**config.mk**
```make
export PLATFORM = sky130hd
export DESIGN_NAME = slip_frame_decoder
export DESIGN_NICKNAME = d
export VERILOG_FILES = /design/src/rtl/core/sfd_pkg.sv /design/src/rtl/core/sfd_in_stage.sv /design/src/rtl/core/sfd_decode.sv /design/src/rtl/core/sfd_out_stage.sv /design/src/rtl/core/slip_frame_decoder.sv
export SDC_FILE = /design/constraint.sdc
export NUM_CORES = 1
export LEC_CHECK = 0
export BUFFER_PORTS_ARGS = -buffer_cell sky130_fd_sc_hd__buf_4
export CORE_ASPECT_RATIO = 1.25
export CORE_MARGIN = 2
export CORE_UTILIZATION = 54
export CTS_CLUSTER_DIAMETER = 40
export DETAILED_ROUTE_END_ITERATION = 8
export PLACE_DENSITY = 0.78
export SLEW_MARGIN = 20
export SYNTH_ARGS = -nofsm -noshare
export SYNTH_HDL_FRONTEND = slang
export SYNTH_SLANG_ARGS = --single-unit
export TNS_END_PERCENT = 50
```
**constraint.sdc**
```tcl
create_clock -name clk -period 3.3 [get_ports clk]
set_input_delay 0.165 -clock clk [delete_from_list [all_inputs] [get_ports clk]]
set_output_delay 0.165 -clock clk [all_outputs]
set_load 0.1 [all_outputs]
```
**src/rtl/core/sfd_pkg.sv**
```systemverilog
// Shared constants and types for the SLIP frame decoder.
package sfd_pkg;

  // Largest number of bytes kept in one frame.
  localparam int MAX_FRAME = 128;
  // The frame counter is eight bits wide, so the usable limit stops at 255.
  localparam int FRAME_LIMIT_INT = (MAX_FRAME > 255) ? 255 : MAX_FRAME;
  localparam logic [7:0] FRAME_LIMIT = FRAME_LIMIT_INT[7:0];

  // SLIP special bytes.
  localparam logic [7:0] FRAME_END    = 8'hC0;
  localparam logic [7:0] FRAME_ESC    = 8'hDB;
  localparam logic [7:0] ESC_CODE_END = 8'hDC;
  localparam logic [7:0] ESC_CODE_ESC = 8'hDD;

  // Result kinds.
  localparam logic [1:0] KIND_DATA      = 2'd0;
  localparam logic [1:0] KIND_END_GOOD  = 2'd1;
  localparam logic [1:0] KIND_END_DROP  = 2'd2;

  typedef struct packed {
    logic [1:0] kind;
    logic [7:0] data;
    logic [7:0] length;
  } sfd_result_t;

endpackage

```
**src/rtl/core/sfd_in_stage.sv**
```systemverilog
// Input register stage: holds one received byte until the decoder takes it.
module sfd_in_stage import sfd_pkg::*; (
  input  logic       clk,
  input  logic       rst_n,
  input  logic       in_valid,
  output logic       in_ready,
  input  logic [7:0] in_byte,
  input  logic       take,
  output logic       held_valid,
  output logic [7:0] held_byte
);

  logic       valid_r;
  logic       valid_nxt;
  logic [7:0] byte_r;

  // A new beat is taken when the stage is empty or its byte leaves this cycle.
  assign in_ready  = !valid_r || take;
  assign valid_nxt = (in_valid && in_ready) ? 1'b1 : (take ? 1'b0 : valid_r);

  always_ff @(posedge clk) begin
    if (!rst_n) begin
      valid_r <= 1'b0;
    end else begin
      valid_r <= valid_nxt;
    end
  end

  always_ff @(posedge clk) begin
    if (in_valid && in_ready) begin
      byte_r <= in_byte;
    end
  end

  assign held_valid = valid_r;
  assign held_byte  = byte_r;

endmodule

```
**src/rtl/core/sfd_decode.sv**
```systemverilog
// SLIP decode logic with the escape flag, frame counter and overflow flag.
module sfd_decode import sfd_pkg::*; (
  input  logic        clk,
  input  logic        rst_n,
  input  logic        held_valid,
  input  logic [7:0]  held_byte,
  input  logic        out_room,
  output logic        take,
  output logic        res_valid,
  output sfd_result_t res
);

  logic       esc_r;
  logic       esc_nxt;
  logic [7:0] count_r;
  logic [7:0] count_nxt;
  logic       ovf_r;
  logic       ovf_nxt;
  logic [7:0] data_byte;
  logic       has_res;

  always_comb begin
    esc_nxt   = esc_r;
    count_nxt = count_r;
    ovf_nxt   = ovf_r;
    has_res   = 1'b0;
    res       = '0;
    data_byte = held_byte;
    if (!esc_r && held_byte == FRAME_ESC) begin
      esc_nxt = 1'b1;
    end else if (!esc_r && held_byte == FRAME_END) begin
      // An empty frame is ignored entirely.
      if (count_r != 8'd0) begin
        has_res    = 1'b1;
        res.kind   = ovf_r ? KIND_END_DROP : KIND_END_GOOD;
        res.length = count_r;
        count_nxt  = 8'd0;
        ovf_nxt    = 1'b0;
      end
    end else begin
      if (esc_r) begin
        case (held_byte)
          ESC_CODE_END: data_byte = FRAME_END;
          ESC_CODE_ESC: data_byte = FRAME_ESC;
          default:      data_byte = held_byte;
        endcase
      end
      esc_nxt = 1'b0;
      if (count_r < FRAME_LIMIT) begin
        count_nxt = count_r + 8'd1;
        has_res   = 1'b1;
        res.kind  = KIND_DATA;
        res.data  = data_byte;
      end else begin
        ovf_nxt = 1'b1;
      end
    end
  end

  // A byte with no result never waits on the output side.
  assign take      = held_valid && (out_room || !has_res);
  assign res_valid = take && has_res;

  always_ff @(posedge clk) begin
    if (!rst_n) begin
      esc_r   <= 1'b0;
      count_r <= 8'd0;
      ovf_r   <= 1'b0;
    end else if (take) begin
      esc_r   <= esc_nxt;
      count_r <= count_nxt;
      ovf_r   <= ovf_nxt;
    end
  end

endmodule

```
**src/rtl/core/sfd_out_stage.sv**
```systemverilog
// Output register stage: holds one result beat until the receiver takes it.
module sfd_out_stage import sfd_pkg::*; (
  input  logic        clk,
  input  logic        rst_n,
  input  logic        res_valid,
  input  sfd_result_t res,
  output logic        out_room,
  output logic        out_valid,
  input  logic        out_ready,
  output logic [1:0]  out_kind,
  output logic [7:0]  out_byte,
  output logic [7:0]  out_frame_length
);

  logic        valid_r;
  logic        valid_nxt;
  sfd_result_t res_r;

  assign out_room  = !valid_r || out_ready;
  assign valid_nxt = res_valid ? 1'b1 : (out_ready ? 1'b0 : valid_r);

  always_ff @(posedge clk) begin
    if (!rst_n) begin
      valid_r <= 1'b0;
    end else begin
      valid_r <= valid_nxt;
    end
  end

  always_ff @(posedge clk) begin
    if (res_valid) begin
      res_r <= res;
    end
  end

  assign out_valid        = valid_r;
  assign out_kind         = res_r.kind;
  assign out_byte         = res_r.data;
  assign out_frame_length = res_r.length;

endmodule

```
**src/rtl/core/slip_frame_decoder.sv**
```systemverilog
// Top level of the SLIP receive-side frame decoder.
//
// The input channel (in_valid, in_ready, in_byte) carries one raw byte from
// the serial link per beat. The output channel (out_valid, out_ready, out_kind,
// out_byte, out_frame_length) carries at most one result beat per input byte:
// a decoded data byte, or a frame end that reports the kept length and whether
// bytes were dropped because the frame grew past MAX_FRAME.
// ESC bytes and empty frame ends produce no output beat.
// An accepted byte is registered in the input stage, decoded combinationally
// from there, and its result is registered again in the output stage, where
// it is offered to the receiver. The block takes one byte every cycle as long
// as the receiver keeps up; the combinational decode and counter update set
// that rate.
// When the receiver stalls, the output register holds its beat, one more byte
// waits in the input register, and in_ready drops only when both are full.
// Bytes that produce no result keep flowing through the decoder during a stall.
// Synchronous active-low reset empties both registers, clears the escape flag,
// the frame counter and the overflow flag, so decoding starts in a new frame.
module slip_frame_decoder import sfd_pkg::*; (
  input  logic       clk,
  input  logic       rst_n,
  input  logic       in_valid,
  output logic       in_ready,
  input  logic [7:0] in_byte,
  output logic       out_valid,
  input  logic       out_ready,
  output logic [1:0] out_kind,
  output logic [7:0] out_byte,
  output logic [7:0] out_frame_length
);

  logic        take;
  logic        held_valid;
  logic [7:0]  held_byte;
  logic        out_room;
  logic        res_valid;
  sfd_result_t res;

  sfd_in_stage u_in (
    .clk        (clk),
    .rst_n      (rst_n),
    .in_valid   (in_valid),
    .in_ready   (in_ready),
    .in_byte    (in_byte),
    .take       (take),
    .held_valid (held_valid),
    .held_byte  (held_byte)
  );

  // Decoder state advances only when the held byte is actually consumed.
  sfd_decode u_dec (
    .clk        (clk),
    .rst_n      (rst_n),
    .held_valid (held_valid),
    .held_byte  (held_byte),
    .out_room   (out_room),
    .take       (take),
    .res_valid  (res_valid),
    .res        (res)
  );

  sfd_out_stage u_out (
    .clk              (clk),
    .rst_n            (rst_n),
    .res_valid        (res_valid),
    .res              (res),
    .out_room         (out_room),
    .out_valid        (out_valid),
    .out_ready        (out_ready),
    .out_kind         (out_kind),
    .out_byte         (out_byte),
    .out_frame_length (out_frame_length)
  );

endmodule
```
## Word level (Yosys, flattened, before mapping)

Index checks and enable logic that the tools add are counted.

| operators by class | value |
|---|---|
| add/subtract/negate cells | 1 |
| order comparisons | 1 |
| equal/unequal tests | 7 |
| multiplexer cells | 21 |
| bitwise gates (word level) | 4 |
| reductions and logical operators | 21 |

Operator list:

| kind | count |
|---|---|
| 8-bit equality test, second input constant | 4 |
| 8-bit 2-to-1 mux | 4 |
| 8-bit one-hot mux with 2 select lines | 1 |
| 1-bit 2-to-1 mux | 13 |
| 8-bit by 1-bit adder with 8-bit output, second input constant | 1 |
| 8-bit less-than comparator, second input constant | 1 |
| 4-bit AND reduction | 2 |
| 8-bit nonzero test | 1 |
| 2-bit 2-to-1 mux | 3 |
| 2-bit nonzero test | 3 |
| 3-bit OR reduction | 2 |
| 1-bit logical AND | 5 |
| 1-bit zero test | 4 |
| 2-bit by 1-bit inequality test with 1-bit output, second input constant | 2 |
| 1-bit inverter | 4 |
| 1-bit logical OR | 3 |
| 2-bit inequality test, second input constant | 1 |
| 2-bit AND reduction | 1 |

| storage, ports and cells | value |
|---|---|
| register bits after elaboration | 38 |
| input port bits | 12 |
| output and inout port bits | 20 |
| word-level logic and storage cells | 64 |

## Logic depth before layout (Yosys ltp)

Gate-level depths: netlist of the first run.

| logic depth | value |
|---|---|
| depth in word-level cells | 10 |
| gate-level depth with buffers | 7 |
| mapped depth without buffers | 7 |

## Modules after synthesis

A second synthesis of the first run with hierarchy kept.

| unflattened totals | value |
|---|---|
| cells, all modules | 137 |
| area, all modules | 1655.3 µm² |

Modules (own cells, without submodules):

| module | instances | cells each | area each (µm²) | sequential area each (µm²) |
|---|---|---|---|---|
| sfd_decode | 1 | 102 | 768.2 | 200.2 |
| sfd_out_stage | 1 | 22 | 589.3 | 560.5 |
| sfd_in_stage | 1 | 13 | 297.8 | 260.2 |

## Worst setup path before layout of the first run

Ideal clock, no wire load.

| path | value |
|---|---|
| path kind | reg-to-reg |
| start point | register u_in.byte_r[4], in the netlist u_in.held_byte[4] |
| end point | register u_in.valid_r, in the netlist u_in.held_valid |
| library setup time | 91 ps |
| arrival time | 2589 ps |
| path slack | 620 ps |
| cell stages (with the launch flop) | 5 |
| clock period less this slack | 2680 ps |
| path through | edfxtp_1 > or4_4 > o32ai_2 > nand3_1 > a21boi_1 |

| between the ends | value |
|---|---|
| longest elaborated chain between the ends | 10 |
| elaborated cells between the ends (all ways) | 13 |
| those cells by class | eq/ne (2); mux (3); reduce/logical (8) |

Ends and longest elaborated chain:

| what | line | RTL |
|---|---|---|
| start, declared | sfd_in_stage.sv:15 | `logic [7:0] byte_r;` |
| start signal, assigned | sfd_in_stage.sv:31 | `byte_r <= in_byte;` |
| 8-bit equality test | sfd_decode.sv:31 | `end else if (!esc_r && held_byte == FRAME_END) begin` |
| 1-bit logical AND | sfd_decode.sv:31 |  |
| 1-bit 2-to-1 mux | sfd_decode.sv:31 |  |
| 1-bit 2-to-1 mux (*) | sfd_decode.sv:29 | `if (!esc_r && held_byte == FRAME_ESC) begin` |
| 1-bit zero test (*) | sfd_decode.sv:61 | `assign take = held_valid && (out_room \|\| !has_res);` |
| 1-bit logical OR (*) | sfd_decode.sv:61 |  |
| 1-bit logical AND (*) | sfd_decode.sv:61 |  |
| 1-bit logical OR (*) | sfd_in_stage.sv:18 | `assign in_ready = !valid_r \|\| take;` |
| via in_ready | slip_frame_decoder.sv:23 | `output logic in_ready,` |
| 1-bit logical AND (*) | sfd_in_stage.sv:19 | `assign valid_nxt = (in_valid && in_ready) ? 1'b1 : (take ? 1'b0 : valid_r);` |
| 1-bit 2-to-1 mux / 2-bit nonzero test (equally long branches) | n/a |  |
| end signal, assigned | sfd_in_stage.sv:25 | `valid_r <= valid_nxt;` |
| end, declared | sfd_in_stage.sv:13 | `logic valid_r;` |

The timed path passes the listed nets; every way through them passes the cells marked *.
A chain may end at the register's enable or synchronous reset.

## Worst setup path in the final report of the first run

| path | value |
|---|---|
| start point | register u_in.byte_r[4], in the netlist u_in.held_byte[4] |
| end point | output in_ready |

| between the ends | value |
|---|---|
| longest elaborated chain between the ends | 8 |
| elaborated cells between the ends (all ways) | 10 |
| those cells by class | eq/ne (2); mux (2); reduce/logical (6) |

Ends and longest elaborated chain:

| what | line |
|---|---|
| 8-bit equality test | sfd_decode.sv:31 |
| 1-bit logical AND | sfd_decode.sv:31 |
| 1-bit 2-to-1 mux | sfd_decode.sv:31 |
| 1-bit 2-to-1 mux (*) | sfd_decode.sv:29 |
| 1-bit zero test (*) | sfd_decode.sv:61 |
| 1-bit logical OR (*) | sfd_decode.sv:61 |
| 1-bit logical AND (*) | sfd_decode.sv:61 |
| 1-bit logical OR (*) | sfd_in_stage.sv:18 |
| end, declared | slip_frame_decoder.sv:23 |

Mark *: on every way between the ends. The rest lies on a longest branch, timed or not.

==> metrics.txt, run 1 <==
Hold Path Class=in2reg; status=complete, no violations; routed length per placed instance=roughly 14 µm; fmax=0.3640 GHz; FF-to-FF path depth=5; Startpoint Class=flop; Worst Slack Setup Final=around 0.55 ns; max_cap viols=0; Clock Sinks=38; Seq cells post-synth=38; worst path arrival time=2.58 ns; DRT iter0 DRCs=17; CTS Root Cell=clkbuf_4; RSZ-0062 raised after global routing=no; CTS resizes=0; final worst-path cycle share=83.25%; FP Rows=22; part of the power in registers=a little over half; Min-Delay Path Depth=3; largest net degree at the start of global routing=19; via count=1209; layout cells sized above 1=between 20% and 30%; first-pass GRT wire length=5.037 mm; io pins=32; die area=approximately 0.0036 mm²; PwrDens=between 400 and 500 mW/mm²; Hold Fails Final Rpt=0; most frequent cells in the layout=32 x buf_4, 26 x edfxtp_1, 12 x dfxtp_1; Gate Count Post-Synth=137; Clock Skews=approximately 0.0055 ns; final wirelength=2.953 mm; part of the power in the clock network=30.4%; Port Buffers=31; final setup vio count=0; DP HPWL=2.155 mm; GR Util All Layers=19.59%; number of CTS-inserted buffers=5; die extent in y=around 66 µm; initial antenna violation count=0; WS Path Type=reg2out; pre-CTS WS=0.7361 ns; Core Region=0.002945 mm²; first-pass detailed-route iteration total=5; syn_nets=151; Via density=~5.5; Synth cell types=a little over 40; CP Depth=5; worst path cell trace=or4_4, a2111oi_4, o32ai_2, nand3_1, buf_4; Avg Synthesized Cell Area=~12 µm²; Final Max Slew Viols=0; WHS=0.08193 ns; switching part of the total=26.09%; top cell family by delay on the critical path=simple AND/OR/NAND/NOR gates; top cell type's share of synthesized area=46.81%; Area growth, synth to finish=25.66%; Worst Path Buf+Inv=1; TritonCTS clock tree=built; clk_lat worst skew=0.34 ns; maximum vdd ir drop=0.3263 mV; Die W=53.71 µm; Gate power share=15.0%; EDFF count, synth=26; asr flop ratio synth=0%; Psw=0.0002576 W; RD Place Congestion=0.7596; Pleak=0.8552 nW; Worst EP required=3.13 ns; vias in the first global route=approximately 1.2k; Tmin final=2.747 ns; grt total ovfl=0; CP Capture Type=primary output; ranking of synthesized cells by area=edfxtp_1 47%, dfxtp_1 14%, and2_1 3.8%; mapped cell area=0.001668 mm²; Worst-Margin Slew=0.7957 ns; maximum fanout along the worst path=7; Critical Path Max Stage Delay=0.60 ns; Post-synth top flop=edfxtp_1; clock buffer depth=2; CTS clock-pin slew for the worst setup and hold paths=0.10 ns; CTS H-Tree Depth=2; slowest CP cell=or4_4; ant diodes=0; FILL cells=~210; internal power=0.0007299 W; Initial Util=~57%; Max-slew headroom=a little under half; sequential cell area fraction in the yosys report=61.22%; dominant cell type by area after synthesis=edfxtp_1; Power Total=0.0009875 W; most common cell after layout, fill and taps aside=buf_4; post-route ant nets=0; total negative slack=0 ns; NumNets Final=195; Warnings, synthesis=0; DRC viols=0
-- final timing paths --
check        slack [ns]                           from                                      end
min                0.08                       in_valid             u_in.held_valid$_SDFFE_PN0P_
min reg2reg        0.55  u_dec.count_r[1]$_SDFFE_PN0P_            u_dec.count_r[1]$_SDFFE_PN0P_
max                0.55    u_in.held_byte[4]$_DFFE_PP_                                 in_ready
max reg2reg        0.71    u_in.held_byte[4]$_DFFE_PP_  u_out.out_frame_length[6]$_SDFFCE_PP0P_
-- worst reg2reg max path, cell delays in order, from the launching register on --
cell and delay [ns]:
edfxtp_1 0.45, or4_4 0.60, a2111oi_4 0.50, o32ai_2 0.24
nand2_1 0.17, inv_1 0.30
-- stage by stage --
stage,cells,instance area [µm²],util (%)
finish,218,2096,71.16
global route,218,2096,71.16
CTS,218,2096,71.16
detailed placement,202,1941,65.89
global placement,202,1941,65.89
floorplan,137,1668,-
-- power by group through the flow --
stage               clock network (W)  logic (W)  registers, W
floorplan                           0  0.0000330      0.000622
global placement                    0   0.000139      0.000549
detailed placement                  0   0.000141      0.000550
CTS                          0.000307   0.000149      0.000539
global route                 0.000324   0.000157      0.000542
finish                       0.000300   0.000148      0.000539
-- cells in the mapped netlist, drive strengths merged (3+ instances only) --
| library cell | number |
|---|---|
| a21boi | 3 |
| nand2 | 10 |
| and2 | 11 |
| a21oi | 5 |
| a221o | 4 |
| edfxtp | 26 |
| nor2 | 8 |
| nand3 | 6 |
| dfxtp | 12 |
| and3 | 5 |
| nor2b | 5 |
| nor3 | 6 |
| inv | 5 |
| nor4 | 3 |
-- metal layers --
metal | vias up | GRT usage [%] | wire (µm)
met5 | - | 0 | 0
met4 | 0 | 9.615 | 71
met3 | 8 | 6.335 | 142
met2 | 31 | 30.18 | 1403
met1 | 569 | 24.24 | 1335
li1 | 601 | - | -
-- cells by family (layout without fill, tap and decap cells) --
group                      after synthesis  after routing  share of synthesized area, %
and+or+nand+nor                         66             66                         22.58
DFF                                     38             38                         61.22
AOI/OAI and AO/OA                       22             22                         12.23
buffers and inverters                    8             53                         1.875
adders and majority gates                2              2                         1.500
muxes                                    1              1                        0.6002
-- timing repair --
action / in CTS / in global routing
hold endpoints to repair: 8 / 0
buffers inserted: 0 / 0
hold buffers: 8 / 0
-- final cells by class --
cell class / count / area, µm² / share of cell area, %
flip-flops and latches: 38 / 1021 / 48.72
well taps: 36 / 45.04 / 2.149
clock buffers: 7 / 45.04 / 2.149
repair buffers: 40 / 320.3 / 15.28
multi-input cells: 91 / 615.6 / 29.37
inverters: 5 / 18.77 / 0.8955
clock inverters: 1 / 30.03 / 1.433
-- sequential cells by signal (all words and copies together) (netlist names) --
signal and flops:
u_dec.esc_r 1, u_out.out_kind 2, u_out.out_byte 8, u_in.held_valid 1
u_out.out_valid 1, u_dec.count_r 8, u_out.out_frame_length 8, u_in.held_byte 8
u_dec.ovf_r 1
No activity file was read; power rests on OpenSTA's default activity.
==> inputs of run 2 (changes only) <==
==> constraint.sdc (replaced) <==
create_clock -name clk -period 2.8 [get_ports clk]
set_input_delay 0.14 -clock clk [delete_from_list [all_inputs] [get_ports clk]]
set_output_delay 0.14 -clock clk [all_outputs]
set_load 0.1 [all_outputs]
==> run 2 against run 1 <==
  * Non-clock buffer count grew 4
  * Sequential cell count is the same
  * Hold slack lost 0.036 ns
  * Clock power shrank 2%
  * Critical path depth shrank 1
  * Setup slack lost 0.37 ns
  * Via count grew 3.1%
  * Power grew 12%
  * Count of clock-buffer cells in the layout is the same
  * Combinational power grew 21%
  * Cell count grew 1.8%
==> metrics.txt, run 2 (synthesis gave the netlist of run 1 again) <==
status=complete, no violations; number of CTS-inserted buffers=5 (unchanged); die extent in y=66.14 µm (unchanged); Pleak=0.8706 nW (+1.8%); Worst-Margin Slew=0.6413 ns (-0.1544 ns); TritonCTS clock tree=built; DRT iter0 DRCs=63 (+46); PwrDens=524.6 mW/mm² (+11%); via count=1246 (+3.1%); Max-slew headroom=57.20% (+11 points); CP Capture Type=flop; largest net degree at the start of global routing=19 (unchanged); fmax=0.3814 GHz; Worst Slack Setup Final=0.1781 ns (-0.3747 ns); first-pass GRT wire length=5.416 mm (+7.5%); vias in the first global route=1192 (-0.83%); multi-input combinational cell area=615.6 µm² (unchanged); NumNets Final=199 (+2.1%); Hold Fails Final Rpt=0 (unchanged); most frequent cells in the layout=36 x buf_4, 26 x edfxtp_1, 12 x dfxtp_1; Die W=53.71 µm (unchanged); Startpoint Class=flop; DP Area=0.001971 mm² (+1.5%); Hold Path Class=in2reg; total negative slack=0 ns (unchanged); Via density=5.613 (+1.2%); ant diodes=0 (unchanged); initial antenna violation count=0 (unchanged); Area growth, synth to finish=26.56%; CTS Root Cell=clkbuf_4; CTS clock-pin slew for the worst setup and hold paths=0.11 ns (about the same); Final Max Slew Viols=0 (unchanged); Clock Sinks=38 (unchanged); Placed Cells=206 (+2.0%); clock buffer depth=2 (unchanged); layout cells sized above 1=27.96% (+2.1 points); RD Place Congestion=0.7545 (-0.67%); Core Region=0.002945 mm² (unchanged); Worst EP required=2.78 ns (-0.35 ns); Port Buffers=31 (unchanged); final worst-path cycle share=93.64%; worst path arrival time=2.60 ns (+0.02 ns); Non-Filler Instances=222 (+1.8%); FF-to-FF path depth=4 (-1); most common cell after layout, fill and taps aside=buf_4; Min-Delay Path Depth=3 (unchanged); CTS H-Tree Depth=2 (unchanged); DRC viols=0 (unchanged); DP HPWL=2.242 mm (+4.1%); grt total ovfl=0 (unchanged); routed length per placed instance=14.94 µm (+10%); io pins=32 (unchanged); FF/Latch Area=0.001021 mm² (unchanged); post-route ant nets=0 (unchanged); WHS=0.04604 ns (-0.03590 ns); Clock Skews=0.01371 ns (+0.008222 ns); Tmin final=roughly 2.6 ns; WS Path Type=reg2reg; die area=0.003552 mm² (unchanged); final setup vio count=0 (unchanged); max_cap viols=0 (unchanged); FILL cells=192 (-7.7%); maximum fanout along the worst path=18 (+11); FP Rows=22 (unchanged); Initial Util=56.63% (unchanged); GR Util All Layers=21.83% (+2.2 points); clk_lat worst skew=0.34 ns (about the same); pre-CTS WS=0.2393 ns (-0.4968 ns); first-pass detailed-route iteration total=4 (-1); final instance area=0.002111 mm² (+0.72%); final wirelength=3.317 mm (+12%); RSZ-0062 raised after global routing=no; maximum vdd ir drop=0.4400 mV (+35%)
run 2: what timing repair did:
item,in CTS,in global routing
endpoints found under the setup margin,0,0
endpoints found under the hold margin,8,0
setup buffers,0,0
resized for setup,0,0
hold buffers,8,0
run 2: metal layers:
| layer | up-vias | track usage (%) | routed length [µm] |
|---|---|---|---|
| met5 | - | 0 | 0 |
| met4 | 0 | 10.26 | 74 |
| met3 | 10 | 6.335 | 229 |
| met2 | 61 | 35.37 | 1669 |
| met1 | 569 | 26.03 | 1343 |
| li1 | 606 | - | - |
run 2: final cells by class:
cell class / count / share of cell area (%)
Multi-Input combinational cell: 91 / 29.16
Sequential cell: 38 / 48.37
Clock inverter: 1 / 0.2371
Inverter: 5 / 0.8892
Clock buffer: 7 / 2.608
Tap cell: 36 / 2.134
Timing Repair Buffer: 44 / 16.60
run 2: path summary, 6_finish.rpt:
| kind | end | startpoint | slack [ns] |
|---|---|---|---|
| hold / removal | u_in.held_valid$_SDFFE_PN0P_ | in_valid | 0.05 |
| setup / recovery | u_out.out_byte[2]$_SDFFCE_PP0P_ | u_in.held_byte[4]$_DFFE_PP_ | 0.18 |
| hold reg to reg | u_dec.count_r[1]$_SDFFE_PN0P_ | u_dec.count_r[1]$_SDFFE_PN0P_ | 0.55 |
| setup reg to reg | u_out.out_byte[2]$_SDFFCE_PP0P_ | u_in.held_byte[4]$_DFFE_PP_ | 0.18 |
run 2: per-stage QoR:
step | utilization, % | power [W]
finish | 71.67 | 0.001107
global route | 71.67 | 0.001140
CTS | 71.67 | 0.001111
detailed placement | 66.91 | 0.0008174
global placement | 66.91 | 0.0008138
floorplan | - | 0.0007720
run 2: power breakdown:
| part | switching (W) | internal [W] |
|---|---|---|
| Sequential | 0.0000131 | 0.000623 |
| Clock | 0.000171 | 0.000122 |
| Combinational | 0.000128 | 0.0000511 |
run 2: critical path: stages, from the launching register on:
cell and delay (ns):
edfxtp_1 0.47, or4_4 0.61, o32ai_2 0.48, nand2_1 0.18
inv_1 0.52
==> inputs of run 3 (changes only) <==
--- a/config.mk
+++ b/config.mk
@@ -5,6 +5,7 @@
 export SDC_FILE = /design/constraint.sdc
 export NUM_CORES = 1
 export LEC_CHECK = 0
+export ABC_AREA = 1
 export BUFFER_PORTS_ARGS = -buffer_cell sky130_fd_sc_hd__buf_4
 export CORE_ASPECT_RATIO = 1.25
 export CORE_MARGIN = 2
==> run 3 against run 2 <==
  * Count of clock-buffer cells in the layout decreased by 1
  * Largest power group unchanged
  * Area after synthesis increased by 6.5%
  * Critical path type unchanged
  * Critical path depth increased by 3
  * Global-route usage decreased by 4.0 points
  * Die area increased by 6.1%
  * Routed wire length decreased by 9.5%
  * Critical endpoint is now u_out.out_byte[3]$_SDFFCE_PP0P_
  * First-iteration DRC count decreased by 44%
  * Sequential power increased by 3%
==> metrics.txt, run 3 <==
Hold Path Class=in2reg; Synth cell types=24 (-41%); CP Capture Type=flop; uppermost layer routed=met4; Avg Synthesized Cell Area=9.552 µm² (-22%); first-pass GRT wire length=5.106 mm (-5.7%); TritonCTS clock tree=built; maximum fanout along the worst path=23 (+5); max_cap viols=0 (unchanged); DRC viols=0 (unchanged); most common library cells after synthesis=30 x nand2_1, 27 x nor2_1, 26 x edfxtp_1; vias in the first global route=1214 (+1.8%); routed length per placed instance=11.59 µm (-22%); die extent in y=68.13 µm (+3.0%); number of CTS-inserted buffers=5 (unchanged); ant diodes=0 (unchanged); Area growth, synth to finish=18.87%; DR WL met3=134 µm (-41%); Initial Util=56.13% (-0.50 points); clk_lat worst skew=0.29 ns (-0.05 ns); PwrDens=578.0 mW/mm² (+10%); via count=1309 (+5.1%); most frequent cells in the layout=31 x buf_4, 30 x nand2_1, 27 x nor2_1; Pleak=0.8867 nW (+1.9%); maximum vdd ir drop=0.3795 mV (-14%); post-CTS setup buffers=0 (unchanged); final setup vio count=0 (unchanged); CTS clock-pin slew for the worst setup and hold paths=0.07 ns (-0.04 ns); multi-input combinational cell area=625.6 µm² (+1.6%); most common cell after layout, fill and taps aside=buf_4; status=complete, no violations; Worst EP required=2.74 ns (-0.04 ns); DP HPWL=2.279 mm (+1.7%); die area=0.003768 mm² (+6.1%); grt total ovfl=0 (unchanged); post-route ant nets=0 (unchanged); syn_nets=200 (+32%); Gate Count Post-Synth=186 (+36%); asr flop ratio synth=0% (unchanged); CTS H-Tree Depth=2 (unchanged); final wirelength=3.003 mm (-9.5%); DRT iter0 DRCs=35 (-44%); Seq cells post-synth=38 (unchanged); Startpoint Class=flop; total negative slack=0 ns (unchanged); RD Place Congestion=0.8365 (+11%); largest net degree at the start of global routing=24 (+5); r2r setup slk=0.61 ns (+0.44 ns); RSZ-0062 raised after global routing=no; met1 wire length=1.327 mm (-1.2%); NumNets Final=235 (+18%); Core Region=0.003166 mm² (+7.5%); mapped cell area=0.001777 mm² (+6.5%); EDFF count, synth=26 (unchanged); final worst-path cycle share=78.06% (-16 points); worst path arrival time=2.13 ns (-0.47 ns); WS Path Type=reg2reg; Clock Sinks=38 (unchanged); Die W=55.31 µm (+3.0%); top cell type's share of synthesized area=43.94% (-2.9 points); final core occ=66.72% (-4.9 points); Worst-Margin Slew=0.4901 ns (-0.1511 ns); Post-synth top flop=edfxtp_1; Final Max Slew Viols=0 (unchanged); fmax=0.4575 GHz (+20%); Tmin final=2.186 ns (-0.4362 ns); FF/Latch Area=0.001021 mm² (unchanged); Placed Cells=251 (+22%); ranking of synthesized cells by area=edfxtp_1 44%, dfxtp_1 14%, nand2_1 6.3%; Hold Fails Final Rpt=0 (unchanged); Port Buffers=31 (unchanged); Max-slew headroom=67.07% (+9.9 points); Non-Filler Instances=259 (+17%); Clock Skews=0.004501 ns (-0.009209 ns); initial antenna violation count=0 (unchanged); sequential cell area fraction in the yosys report=57.46% (-3.8 points); io pins=32 (unchanged); FP Rows=23 (+4.5%); first-pass detailed-route iteration total=4 (unchanged); CTS Root Cell=clkbuf_8; GR Util All Layers=17.84% (-4.0 points); CTS resizes=0 (unchanged); Via density=5.054 (-10%); routed wl met2=1.477 mm (-12%); most common cell in the netlist=nand2_1; layout cells sized above 1=27.93% (-0.029 points); FILL cells=249 (+30%); clock buffer depth=2 (unchanged); Warnings, synthesis=0 (unchanged); Post-CTS Hold Fix Bufs=0 (-8); dominant cell type by area after synthesis=edfxtp_1
==> run 3: cells by family after synthesis <==
| logic type | after synthesis | synth area share [%] |
|---|---|---|
| xor+xnor | 1 | 0.4930 |
| buf+inv | 31 | 7.605 |
| flops | 38 | 57.46 |
| compound gates | 18 | 5.704 |
| simple gates | 96 | 27.32 |
| fa+ha+maj | 2 | 1.408 |
==> run 3: path summary, 6_finish.rpt <==
check,depth (start not counted),to,from
worst max-delay path,7,u_out.out_byte[3]$_SDFFCE_PP0P_,u_in.held_byte[4]$_DFFE_PP_
worst max register to register,7,u_out.out_byte[3]$_SDFFCE_PP0P_,u_in.held_byte[4]$_DFFE_PP_
worst min register to register,2,u_dec.count_r[3]$_SDFFE_PN0P_,u_dec.count_r[3]$_SDFFE_PN0P_
worst min-delay path,1,u_in.held_byte[6]$_DFFE_PP_,in_byte[6]
==> run 3: power breakdown <==
part           leakage (nW)  internal, W  switching, W  total [W]
clock                0.0426     0.000171      0.000176   0.000347
combinational         0.500    0.0000533      0.000169   0.000222
sequential            0.345     0.000633     0.0000192   0.000652
total                 0.887     0.000857      0.000364    0.00122
==> run 3: cell type report <==
cell class              count  share of cell area, %
clock buffers               6                  3.436
clock inverters             2                 0.4147
inverters                  28                  4.976
multi-input cells         117                  29.62
flip-flops and latches     38                  48.34
well taps                  37                  2.192
repair buffers             31                  11.02
==> run 3: worst max-delay path, cell delays in order (launching register included) <==
cell,delay [ns]
edfxtp_1,0.44
nor2_2,0.17
nand3_2,0.11
nor2_4,0.14
nand3_2,0.23
nand2_4,0.18
nand3_4,0.17
inv_2,0.39
==> run 3: stage by stage <==
| step | area [µm²] | hold slack [ns] | setup slack [ns] | power [W] |
|---|---|---|---|---|
| after floorplan | 1782 | 0.2389 | 0.3424 | 0.0008410 |
| after global placement | 2031 | 0.3181 | 0.7299 | 0.0008832 |
| after detailed placement | 2031 | 0.3195 | 0.6236 | 0.0008865 |
| after CTS | 2112 | 0.01135 | 0.6050 | 0.001232 |
| after global routing | 2112 | 0.01001 | 0.4401 | 0.001272 |
| final | 2112 | 0.02316 | 0.6142 | 0.001221 |
==> run 3: layer usage <==
metal	global-route usage, %	vias up
met3	5.104	6
met4	12.20	0
met5	0	-
met1	19.71	593
met2	30.21	35
li1	-	675
